[src/hw/rtl/pbf_pkg.sv]
`default_nettype none
package pbf_pkg;

  typedef enum logic [2:0] {
    FMT_PCM8    = 3'd0,
    FMT_PCM16   = 3'd1,
    FMT_PCM24   = 3'd2,
    FMT_PCM32   = 3'd3,
    FMT_FLOAT32 = 3'd4
  } sample_format_t;

  typedef enum logic [0:0] {
    REG_SAMPLE_FORMAT = 1'd0,
    REG_CHANNEL_COUNT = 1'd1
  } reg_index_t;

  localparam logic [2:0]  FORMAT_RESET   = 3'd1;
  localparam logic [15:0] CHANNELS_RESET = 16'd2;

  // Exponent bias less the scale of each integer format.
  localparam logic [7:0] EXP_PCM8  = 8'd120;
  localparam logic [7:0] EXP_PCM16 = 8'd112;
  localparam logic [7:0] EXP_PCM24 = 8'd104;
  localparam logic [7:0] EXP_PCM32 = 8'd96;

endpackage
`default_nettype wire

[src/hw/rtl/pcm_bytes_to_float32.sv]
// Channel   Direction  Signals
// config    in         cfg_we, cfg_index, cfg_data
// input     in         in_valid / in_ready, data_byte
// result    out        out_valid / out_ready, sample_bits, channel_index, frame_end
//
// One byte is taken per cycle unless a result is held back; results are registered.
// The conversion sits between the gathering registers and the result register.
// The result register frees itself when taken, so only a held result stalls input.
// Synchronous reset restores the register defaults and empties the result stage.
`default_nettype none
module pcm_bytes_to_float32 (
  input  wire logic        clk,
  input  wire logic        rst,
  input  wire logic        cfg_we,
  input  wire logic [0:0]  cfg_index,
  input  wire logic [15:0] cfg_data,
  input  wire logic        in_valid,
  output logic             in_ready,
  input  wire logic [7:0]  data_byte,
  output logic             out_valid,
  input  wire logic        out_ready,
  output logic [31:0]      sample_bits,
  output logic [15:0]      channel_index,
  output logic             frame_end
);
  import pbf_pkg::*;

  logic [2:0]  sample_format;
  logic [15:0] channel_count;
  logic [23:0] gathered_bytes;
  logic [1:0]  byte_slot;
  logic [15:0] channel_counter;

  logic        accept;
  logic        fmt_ok;
  logic [1:0]  last;
  logic        complete;
  logic [31:0] word;
  logic [31:0] conv;
  logic        neg;
  logic [31:0] mag;
  logic [4:0]  top;
  logic [7:0]  exp_base;
  logic [24:0] mant;
  logic [31:0] shifted;
  logic [7:0]  rem_bits;
  logic        round_up;
  logic [16:0] ch_inc;
  logic        end_now;

  // The result register can be refilled in the cycle that it is emptied.
  assign in_ready = !out_valid || out_ready;
  assign accept   = in_valid && in_ready;
  assign fmt_ok   = sample_format <= FMT_FLOAT32;

  always_comb begin
    unique case (sample_format)
      FMT_PCM8:  last = 2'd0;
      FMT_PCM16: last = 2'd1;
      FMT_PCM24: last = 2'd2;
      default:   last = 2'd3;
    endcase
  end
  assign complete = fmt_ok && (byte_slot >= last);

  always_comb begin
    unique case (last)
      2'd0:    word = {24'd0, data_byte};
      2'd1:    word = {16'd0, data_byte, gathered_bytes[7:0]};
      2'd2:    word = {8'd0, data_byte, gathered_bytes[15:0]};
      default: word = {data_byte, gathered_bytes};
    endcase
  end

  // Sign and magnitude of the integer sample.
  always_comb begin
    unique case (sample_format)
      FMT_PCM8: begin
        neg = !word[7];
        mag = neg ? (32'd128 - word) : (word - 32'd128);
        exp_base = EXP_PCM8;
      end
      FMT_PCM16: begin
        neg = word[15];
        mag = neg ? (32'h10000 - word) : word;
        exp_base = EXP_PCM16;
      end
      FMT_PCM24: begin
        neg = word[23];
        mag = neg ? (32'h1000000 - word) : word;
        exp_base = EXP_PCM24;
      end
      default: begin
        neg = word[31];
        mag = neg ? (32'd0 - word) : word;
        exp_base = EXP_PCM32;
      end
    endcase
  end

  // Leading one search over the magnitude.
  always_comb begin
    top = 5'd0;
    for (int i = 0; i < 32; i++) begin
      if (mag[i]) top = 5'(i);
    end
  end

  // Normalise to 24 bits; only magnitudes above 2^24 lose bits.
  always_comb begin
    shifted  = '0;
    rem_bits = '0;
    round_up = 1'b0;
    if (top <= 5'd23) begin
      mant = {1'b0, 24'(mag << (5'd23 - top))};
    end else begin
      shifted  = mag >> (top - 5'd23);
      rem_bits = 8'(mag << (5'd8 - (top - 5'd23)));
      round_up = rem_bits[7] && ((rem_bits[6:0] != 7'd0) || shifted[0]);
      mant     = 25'(shifted) + 25'(round_up);
    end
  end

  always_comb begin
    logic [7:0] e;
    e = exp_base + 8'(top) + 8'(mant[24]);
    if (sample_format == FMT_FLOAT32) begin
      conv = word;
    end else if (mag == 32'd0) begin
      conv = 32'd0;
    end else if (mant[24]) begin
      conv = {neg, e, mant[23:1]};
    end else begin
      conv = {neg, e, mant[22:0]};
    end
  end

  assign ch_inc  = {1'b0, channel_counter} + 17'd1;
  assign end_now = ch_inc >= {1'b0, channel_count};

  always_ff @(posedge clk) begin
    if (rst) begin
      sample_format   <= FORMAT_RESET;
      channel_count   <= CHANNELS_RESET;
      gathered_bytes  <= '0;
      byte_slot       <= '0;
      channel_counter <= '0;
      out_valid       <= 1'b0;
    end else begin
      if (cfg_we) begin
        unique case (cfg_index)
          REG_SAMPLE_FORMAT: sample_format <= cfg_data[2:0];
          default:           channel_count <= cfg_data;
        endcase
      end
      if (out_ready && !(accept && complete)) out_valid <= 1'b0;
      if (accept && fmt_ok) begin
        if (!complete) begin
          unique case (byte_slot)
            2'd0:    gathered_bytes[7:0]   <= data_byte;
            2'd1:    gathered_bytes[15:8]  <= data_byte;
            default: gathered_bytes[23:16] <= data_byte;
          endcase
          byte_slot <= byte_slot + 2'd1;
        end else begin
          gathered_bytes  <= '0;
          byte_slot       <= '0;
          channel_counter <= end_now ? 16'd0 : ch_inc[15:0];
          out_valid       <= 1'b1;
          sample_bits     <= conv;
          channel_index   <= channel_counter;
          frame_end       <= end_now;
        end
      end
    end
  end

  // A result held back by the consumer keeps its values.
  a_hold: assert property (@(posedge clk) disable iff (rst)
    out_valid && !out_ready |=> out_valid && $stable(sample_bits) && $stable(channel_index))
    else $error("result changed while stalled");

  // A result that ends a frame appears with the channel counter wrapped to zero.
  a_wrap: assert property (@(posedge clk) disable iff (rst)
    out_valid && frame_end && $rose(out_valid) |-> channel_counter == 16'd0)
    else $error("counter not wrapped at frame end");

  // A byte that does not complete a sample moves the byte slot off zero.
  a_slot: assert property (@(posedge clk) disable iff (rst)
    accept && fmt_ok && !complete |=> byte_slot != 2'd0)
    else $error("byte slot did not advance");

endmodule
`default_nettype wire

[config.mk]
export PLATFORM = sky130hd
export DESIGN_NAME = pcm_bytes_to_float32
export DESIGN_NICKNAME = d
export VERILOG_FILES = /design/src/hw/rtl/pbf_pkg.sv /design/src/hw/rtl/pcm_bytes_to_float32.sv
export SDC_FILE = /design/constraint.sdc
export NUM_CORES = 1
export LEC_CHECK = 0
export ABC_CLOCK_PERIOD_IN_PS = 11740
export BUFFER_PORTS_ARGS = -buffer_cell sky130_fd_sc_hd__buf_2
export CAP_MARGIN = 20
export CORE_UTILIZATION = 45
export CTS_CLUSTER_SIZE = 14
export DETAILED_ROUTE_END_ITERATION = 8
export GPL_ROUTABILITY_DRIVEN = 0
export SETUP_SLACK_MARGIN = 0.2
export SLEW_MARGIN = 20
export SYNTH_ARGS = -nofsm -noshare
export SYNTH_HDL_FRONTEND = slang
export SYNTH_SLANG_ARGS = --single-unit
[constraint.sdc]
create_clock -name clk -period 11.74 [get_ports clk]
set_input_delay 2.348 -clock clk [delete_from_list [all_inputs] [get_ports clk]]
set_output_delay 2.348 -clock clk [all_outputs]
set_load 0.01 [all_outputs]
# After elaboration in Yosys (flattened, before gate mapping)
# Cells that the tools add are included.
# totals
inputBits	30
output_inout_bits	51
elab_cells	119
register_bits	111
# op_classes
eq_ne	7
add_sub_neg	13
order_cmp	4
bitwise	2
mux	53
n_reduce_logical	26
shift	3
# ops
cell	n
32-bit 2-to-1 mux	6
32-bit case mux with 3 select lines	2
5-bit 2-to-1 mux	30
32-bit logical NOT	1
32-bit by 5-bit left shift with 24-bit output	1
32-bit by 5-bit left shift with 8-bit output	1
32-bit by 5-bit >> shifter with 25-bit output	1
1-bit by 32-bit subtractor with 32-bit output, first input constant	1
17-bit by 32-bit subtractor with 32-bit output, first input constant	1
25-bit by 32-bit subtractor with 32-bit output, first input constant	1
32-bit by 8-bit subtractor with 32-bit output, second input constant	1
8-bit by 32-bit subtractor with 32-bit output, first input constant	1
25-bit by 1-bit adder with 25-bit output	1
25-bit 2-to-1 mux	1
24-bit 2-to-1 mux	1
8-bit 2-to-1 mux	3
23-bit 2-to-1 mux	1
16-bit by 1-bit adder with 17-bit output, second input constant	1
17-bit by 16-bit greater-or-equal comparator with 1-bit output	1
16-bit 2-to-1 mux	1
5-bit case mux with 3 select lines	1
2-bit AND reduction	6
8-bit by 1-bit adder with 8-bit output	1
8-bit by 5-bit adder with 8-bit output	1
27 further kinds	42

# Logic depth before layout (Yosys ltp)
# logic_depth
word_depth	49
depth_mapped	48
depth_no_buf	38

# Least setup slack after synthesis
# OpenSTA, ideal clock, no wires.
# synth_timing
path_type	input -> register
start	input data_byte[0]
end	register sample_bits[27] (data pin)
required_time_ns	11.471
slack_ns	0.193
stages	44
path_buffers	10
setup_ns	0.269
arrival_ns	11.278
cell_sequence	clkbuf_1 clkbuf_1 nand2_1 nand2_1 inv_1 ha_1 clkbuf_1 or3b_2 nand2_1 xnor2_1 mux2i_1 a211oi_1 a2111oi_0 a2111oi_0 o21ai_1 nand2_1 inv_2 buf_1 [8 not listed] buf_6 mux2i_1 o211ai_1 o21a_1 a2111oi_2 ha_1 nand2_1 nor3b_1 a2bb2oi_2 nand4_2 o311ai_4 o41ai_4 buf_2 ha_1 ha_1 a31oi_1 xor2_1 o21ai_0
# synth_via
elab_chain_cells	46
word_cells_on_any_way	57
classes_between	add/sub (10); order compare (1); shift (2); mux (40); reduce/logical (4)
# synth_rtl
item	line_no	text
from (decl)	pcm_bytes_to_float32.sv:19	input wire logic [7:0] data_byte,
32-bit case mux with 3 select lines *	pcm_bytes_to_float32.sv:67	unique case (last)
1-bit by 32-bit subtractor with 32-bit output, or another cell as far along	pcm_bytes_to_float32.sv:95	mag = neg ? (32'd0 - word) : word;
32-bit 2-to-1 mux (on tied branches)	--	
32-bit case mux with 3 select lines *	pcm_bytes_to_float32.sv:77	unique case (sample_format)
1-bit 2-to-1 mux	pcm_bytes_to_float32.sv:105	if (mag[i]) top = 5'(i);
5-bit 2-to-1 mux (30 in series)	pcm_bytes_to_float32.sv:105	
5-bit subtractor	pcm_bytes_to_float32.sv:117, pcm_bytes_to_float32.sv:118	
4-bit by 5-bit subtractor with 5-bit output	pcm_bytes_to_float32.sv:118	rem_bits = 8'(mag << (5'd8 - (top - 5'd23)));
[2 not listed]	--	
1-bit logical OR	pcm_bytes_to_float32.sv:119	round_up = rem_bits[7] && ((rem_bits[6:0] != 7'd0) || shifted[0]);
1-bit logical AND	pcm_bytes_to_float32.sv:119	
25-bit by 1-bit adder with 25-bit output	pcm_bytes_to_float32.sv:120	mant = 25'(shifted) + 25'(round_up);
25-bit 2-to-1 mux	pcm_bytes_to_float32.sv:114	if (top <= 5'd23) begin
8-bit by 1-bit adder with 8-bit output	pcm_bytes_to_float32.sv:126	e = exp_base + 8'(top) + 8'(mant[24]);
32-bit 2-to-1 mux *	pcm_bytes_to_float32.sv:129	end else if (mag == 32'd0) begin
32-bit 2-to-1 mux *	pcm_bytes_to_float32.sv:127	if (sample_format == FMT_FLOAT32) begin
named net conv[27]	pcm_bytes_to_float32.sv:39	logic [31:0] conv;
to (signal assigned)	pcm_bytes_to_float32.sv:170	sample_bits <= conv;
to (decl)	pcm_bytes_to_float32.sv:22	output logic [31:0] sample_bits,
# Mark *: on every way through the listed nets, which the timed path passes. The rest lies on a longest branch.
# A chain may end at the register's enable or synchronous reset.

# Final worst setup path
# Ends and elaborated chain as after synthesis.

==> results list <==
- After detailed routing, the number of vias per cell comes to ~6.8.
- After layout, the design draws a total of about 2400 µW.
- The die is roughly 170 µm tall.
* Worst-case reg-to-reg path depth: 37
- Final clock skew: around 17 ps
* Detail Route Antenna Nets: 0
- STA classifies the critical path endpoint as a flip-flop.
- The longest clock path from root to sink contains 2 buffers.
- The run finished, with violations left.
- The tool flagged a number of max-cap violations equal to 0.
* Number of antenna violations at the first check in global routing: 1
* Total wire length after detailed routing: around 45 mm
- Clock insertion delay at the later pin of the skew report: 360 ps
* Area growth from synthesis to layout: 7.82%
- Static Leakage: between 0.005 and 0.006 µW
- Post-synth cell types: ~120
* Slew at the pin closest to its max-slew limit: approximately 900 ps
- The first global-routing pass estimated roughly 70 mm of wire.
- DP HPWL: 34.4 mm
- The H-tree generated during clock tree synthesis spans 3 levels.
* Setup ws final: between 700 and 800 ps
- Count of hold buffers inserted by post-cts repair: 0
* Worst reg2reg path startpoint: sample_format[0]
* Avg Inst Size Synth: 7.68 µm²
- CP Max Fanout: 24
* Final net count: 1658
* Total of endpoints with negative setup slack in the final report: 0
- Top FF cell, synth: sky130_fd_sc_hd__dfxtp_1
- The share of the Yosys chip area taken by registers is 0.224.
- The initialized floorplan defines 59 standard-cell rows.
* Number of pins with negative max-slew slack in the final report: 0
- Register-to-register setup slack: ~1700 ps
* Number of search-and-repair iterations in the first detailed-routing pass: 8
* Ratio of total power to cell area: ~190 mW/mm²
* Post-route minimum period: about 11000 ps
* Net count after synthesis: roughly 1600
* Hold wc startpoint: channel_count[4]
- CTS tree: done
- Max VDD drop: around 0.087 mV
- Pre-CTS worst setup slack: ~440 ps
- Measured against its own limit, the worst slew margin works out to 0.386.
- Data arrival time of the critical path: about 11000 ps
* Category of the most critical setup path: input port to flip-flop
* Min Hold Slack: approximately 460 ps
- The final-report hold violation count is 0.
* Async set-or-reset flop fraction in the synthesized netlist: 0
* EDFF count, synth: between 40 and 50
- For hold timing, the worst endpoint is channel_count[4].
* Buffer cell driving the clock tree root: sky130_fd_sc_hd__clkbuf_16
* Maximum clock rate: a little over 90 MHz
* Remaining global-route overflow: 0
- Num Clock Sinks: between 100 and 150
- The kind of cell with the highest combined delay along the critical path is compound AO/OA/AOI/OAI gates.
* Failing checks: design-rule violations
- Fraction of layout instances using a drive strength above 1: 0.151
* Width of the die: 166 µm
- Worst Path Required: 11840 ps
- Launching element type of the critical path: input port
- Along the worst hold path, the cell count comes to 2.
- Routed len/inst: 23.4 µm
- Counting stages on the worst path, the most repeated cell is sky130_fd_sc_hd__ha_1.
* Via count of the routed design: 13100
* Total CTS buffers: 9
- Utilization of the core after routing: 0.498
* Path type of the worst min-delay path: flip-flop to flip-flop
* I/O pin total: 81
- Clock transition at path regs: 80 ps
- Area of the core: roughly 0.026 mm²
* Post-synthesis instance area: roughly 0.012 mm²
- Fraction of the cycle the final worst path needs: 0.936
* Total DRC errors in the routed layout: 10
- For this run, the slowest stage of the critical path takes around 630 ps.
- Global router's overall resource usage: 0.323
- Flip-flop and latch count after synthesis: approximately 110
- The Yosys step of the flow raised 0 warnings.
- Final sum of negative setup slack: 0 ps
- Entering global routing, the biggest net connects 64 pins.
* Worst path buffer plus inverter count: 5
- Synthesis handed over a netlist of 1579 instances.
- Worst path slowest cell: sky130_fd_sc_hd__a2111oi_1
- The number of global-route vias before repair came to between 10000 and 15000.
- Die footprint: 0.0276 mm²
- In this run, the number of DRC markers left after iteration 0 of detailed routing was around 1600.
* RSZ-0062 raised after global routing: no
- For this configuration, the core starts out at a cell density of 0.462.
* Total of buffers placed on input and output ports: 80
- Crit Reg-Reg Endpoint: sample_bits[27]
- The number of antenna diodes in the final layout is 0.
## power breakdown
| group | leakage, µW | total [µW] | internal (µW) | switching [µW] |
|---|---|---|---|---|
| clock network | 0.000149 | 321 | 170 | 151 |
| registers | 0.000972 | 465 | 448 | 16.8 |
| logic | 0.00388 | 1650 | 569 | 1080 |
## cell usage after synthesis, drive strengths merged, types with 20 or more instances
cell | count | area [µm²]
nand2 | 186 | 708
nor2 | 170 | 651
a21oi | 119 | 618
o21ai | 80 | 408
clkbuf | 73 | 275
dfxtp | 62 | 1240
mux2i | 61 | 614
edfxtp | 49 | 1470
nor3 | 48 | 267
buf | 47 | 283
a22oi | 40 | 300
inv | 34 | 128
nand3 | 34 | 193
ha | 33 | 413
nand4 | 31 | 215
a211oi | 30 | 240
and3 | 29 | 181
xor2 | 25 | 219
xnor2 | 24 | 210
nor4 | 23 | 165
and2 | 22 | 138
a31oi | 20 | 131
mux2 | 20 | 225
## flip-flops by register name (all words and copies together), names as in the netlist
register	cells
gathered_bytes	24
out_valid	1
frame_end	1
channel_count	16
channel_index	16
sample_bits	32
sample_format	3
byte_slot	2
channel_counter	16
## cell families (layout without fill, tap and decap cells)
family	after synthesis	in the layout	synth area share
buffers and inverters	156	177	0.0571
xor gates and xnor gates	49	49	0.0354
DFF	111	111	0.224
AOI/OAI and AO/OA	492	492	0.287
and+or+nand+nor	648	648	0.276
muxes	90	90	0.0862
adders and majority gates	33	33	0.0340
## cell type report
type / count / area (µm²)
Timing Repair Buffer: 125 / 738
Fill cell: 2618 / 13200
Clock inverter: 7 / 83.8
Tap cell: 335 / 419
Inverter: 36 / 135
Multi-Input combinational cell: 1312 / 8770
Clock buffer: 9 / 225
Sequential cell: 111 / 2710
## worst max-delay path by stage
| stage | depth (start not counted) | startpoint | slack, ps | end |
|---|---|---|---|---|
| 2_1_floorplan | 44 | data_byte[0] | 200 | sample_bits[27] |
| 3_3_place_gp | 37 | data_byte[3] | 760 | sample_bits[27] |
| 5_1_grt | 37 | data_byte[0] | 260 | sample_bits[27] |
| 3_5_place_dp | 38 | data_byte[3] | 440 | sample_bits[27] |
| 4_1_cts | 38 | data_byte[3] | 810 | sample_bits[27] |
| 6_report | 37 | data_byte[0] | 750 | sample_bits[27] |
## cell usage in the layout, fill, tap and decap left out, types with 12 or more instances in the layout
cell / netlist / layout
sky130_fd_sc_hd__a211oi_1: 27 / 27
sky130_fd_sc_hd__a21o_1: 16 / 16
sky130_fd_sc_hd__a21oi_1: 113 / 112
sky130_fd_sc_hd__a22o_1: 13 / 13
sky130_fd_sc_hd__a22oi_1: 40 / 39
sky130_fd_sc_hd__a31oi_1: 19 / 18
sky130_fd_sc_hd__and2_1: 21 / 21
sky130_fd_sc_hd__and3_1: 29 / 29
sky130_fd_sc_hd__buf_2: 25 / 80
sky130_fd_sc_hd__buf_4: 2 / 45
sky130_fd_sc_hd__dfxtp_1: 62 / 62
sky130_fd_sc_hd__edfxtp_1: 49 / 49
sky130_fd_sc_hd__ha_1: 33 / 33
sky130_fd_sc_hd__inv_1: 32 / 32
sky130_fd_sc_hd__mux2_2: 15 / 15
sky130_fd_sc_hd__mux2i_1: 60 / 59
sky130_fd_sc_hd__nand2_1: 184 / 184
sky130_fd_sc_hd__nand2b_1: 14 / 14
sky130_fd_sc_hd__nand3_1: 31 / 31
sky130_fd_sc_hd__nand3b_1: 12 / 12
sky130_fd_sc_hd__nand4_1: 29 / 29
sky130_fd_sc_hd__nor2_1: 167 / 166
sky130_fd_sc_hd__nor3_1: 44 / 43
sky130_fd_sc_hd__nor4_1: 21 / 21
sky130_fd_sc_hd__o211ai_1: 16 / 16
sky130_fd_sc_hd__o21ai_0: 70 / 70
sky130_fd_sc_hd__o22ai_1: 17 / 17
sky130_fd_sc_hd__o31ai_1: 15 / 15
sky130_fd_sc_hd__or2_2: 15 / 15
sky130_fd_sc_hd__or3_1: 15 / 15
sky130_fd_sc_hd__xnor2_1: 24 / 24
sky130_fd_sc_hd__xor2_1: 25 / 25
## metrics by stage
step | instances | area, µm²
finish | 1935 | 13100
global route | 1935 | 13100
CTS | 1935 | 13100
detailed placement | 1919 | 12800
global placement | 1919 | 12800
floorplan | 1579 | 12100
## layer usage
metal / wire length, µm / vias up / track usage / part of all wire
met5: 0 / - / 0 / 0
met4: 1870 / 0 / 0.134 / 0.041
met3: 5150 / 129 / 0.0884 / 0.11
met2: 18900 / 770 / 0.471 / 0.42
met1: 19400 / 6158 / 0.446 / 0.43
li1: - / 6009 / - / -
## timing repair
item	in CTS	in global routing
setup buffers	0	0
endpoints found under the setup margin	0	15
gates resized for setup	0	3
## worst reg2reg max path, delay by kind of cell, from the launching register on
kind / cells / cell delay [ps]
adder cells (fa/ha/maj): 5 / 1430
AO/OA/AOI/OAI: 17 / 4580
AND/OR/NAND/NOR: 9 / 2160
XOR/XNOR: 1 / 170
flip-flops: 1 / 300
buffers and inverters: 4 / 920
multiplexers: 1 / 300
Power figures use the tool's default switching activity.
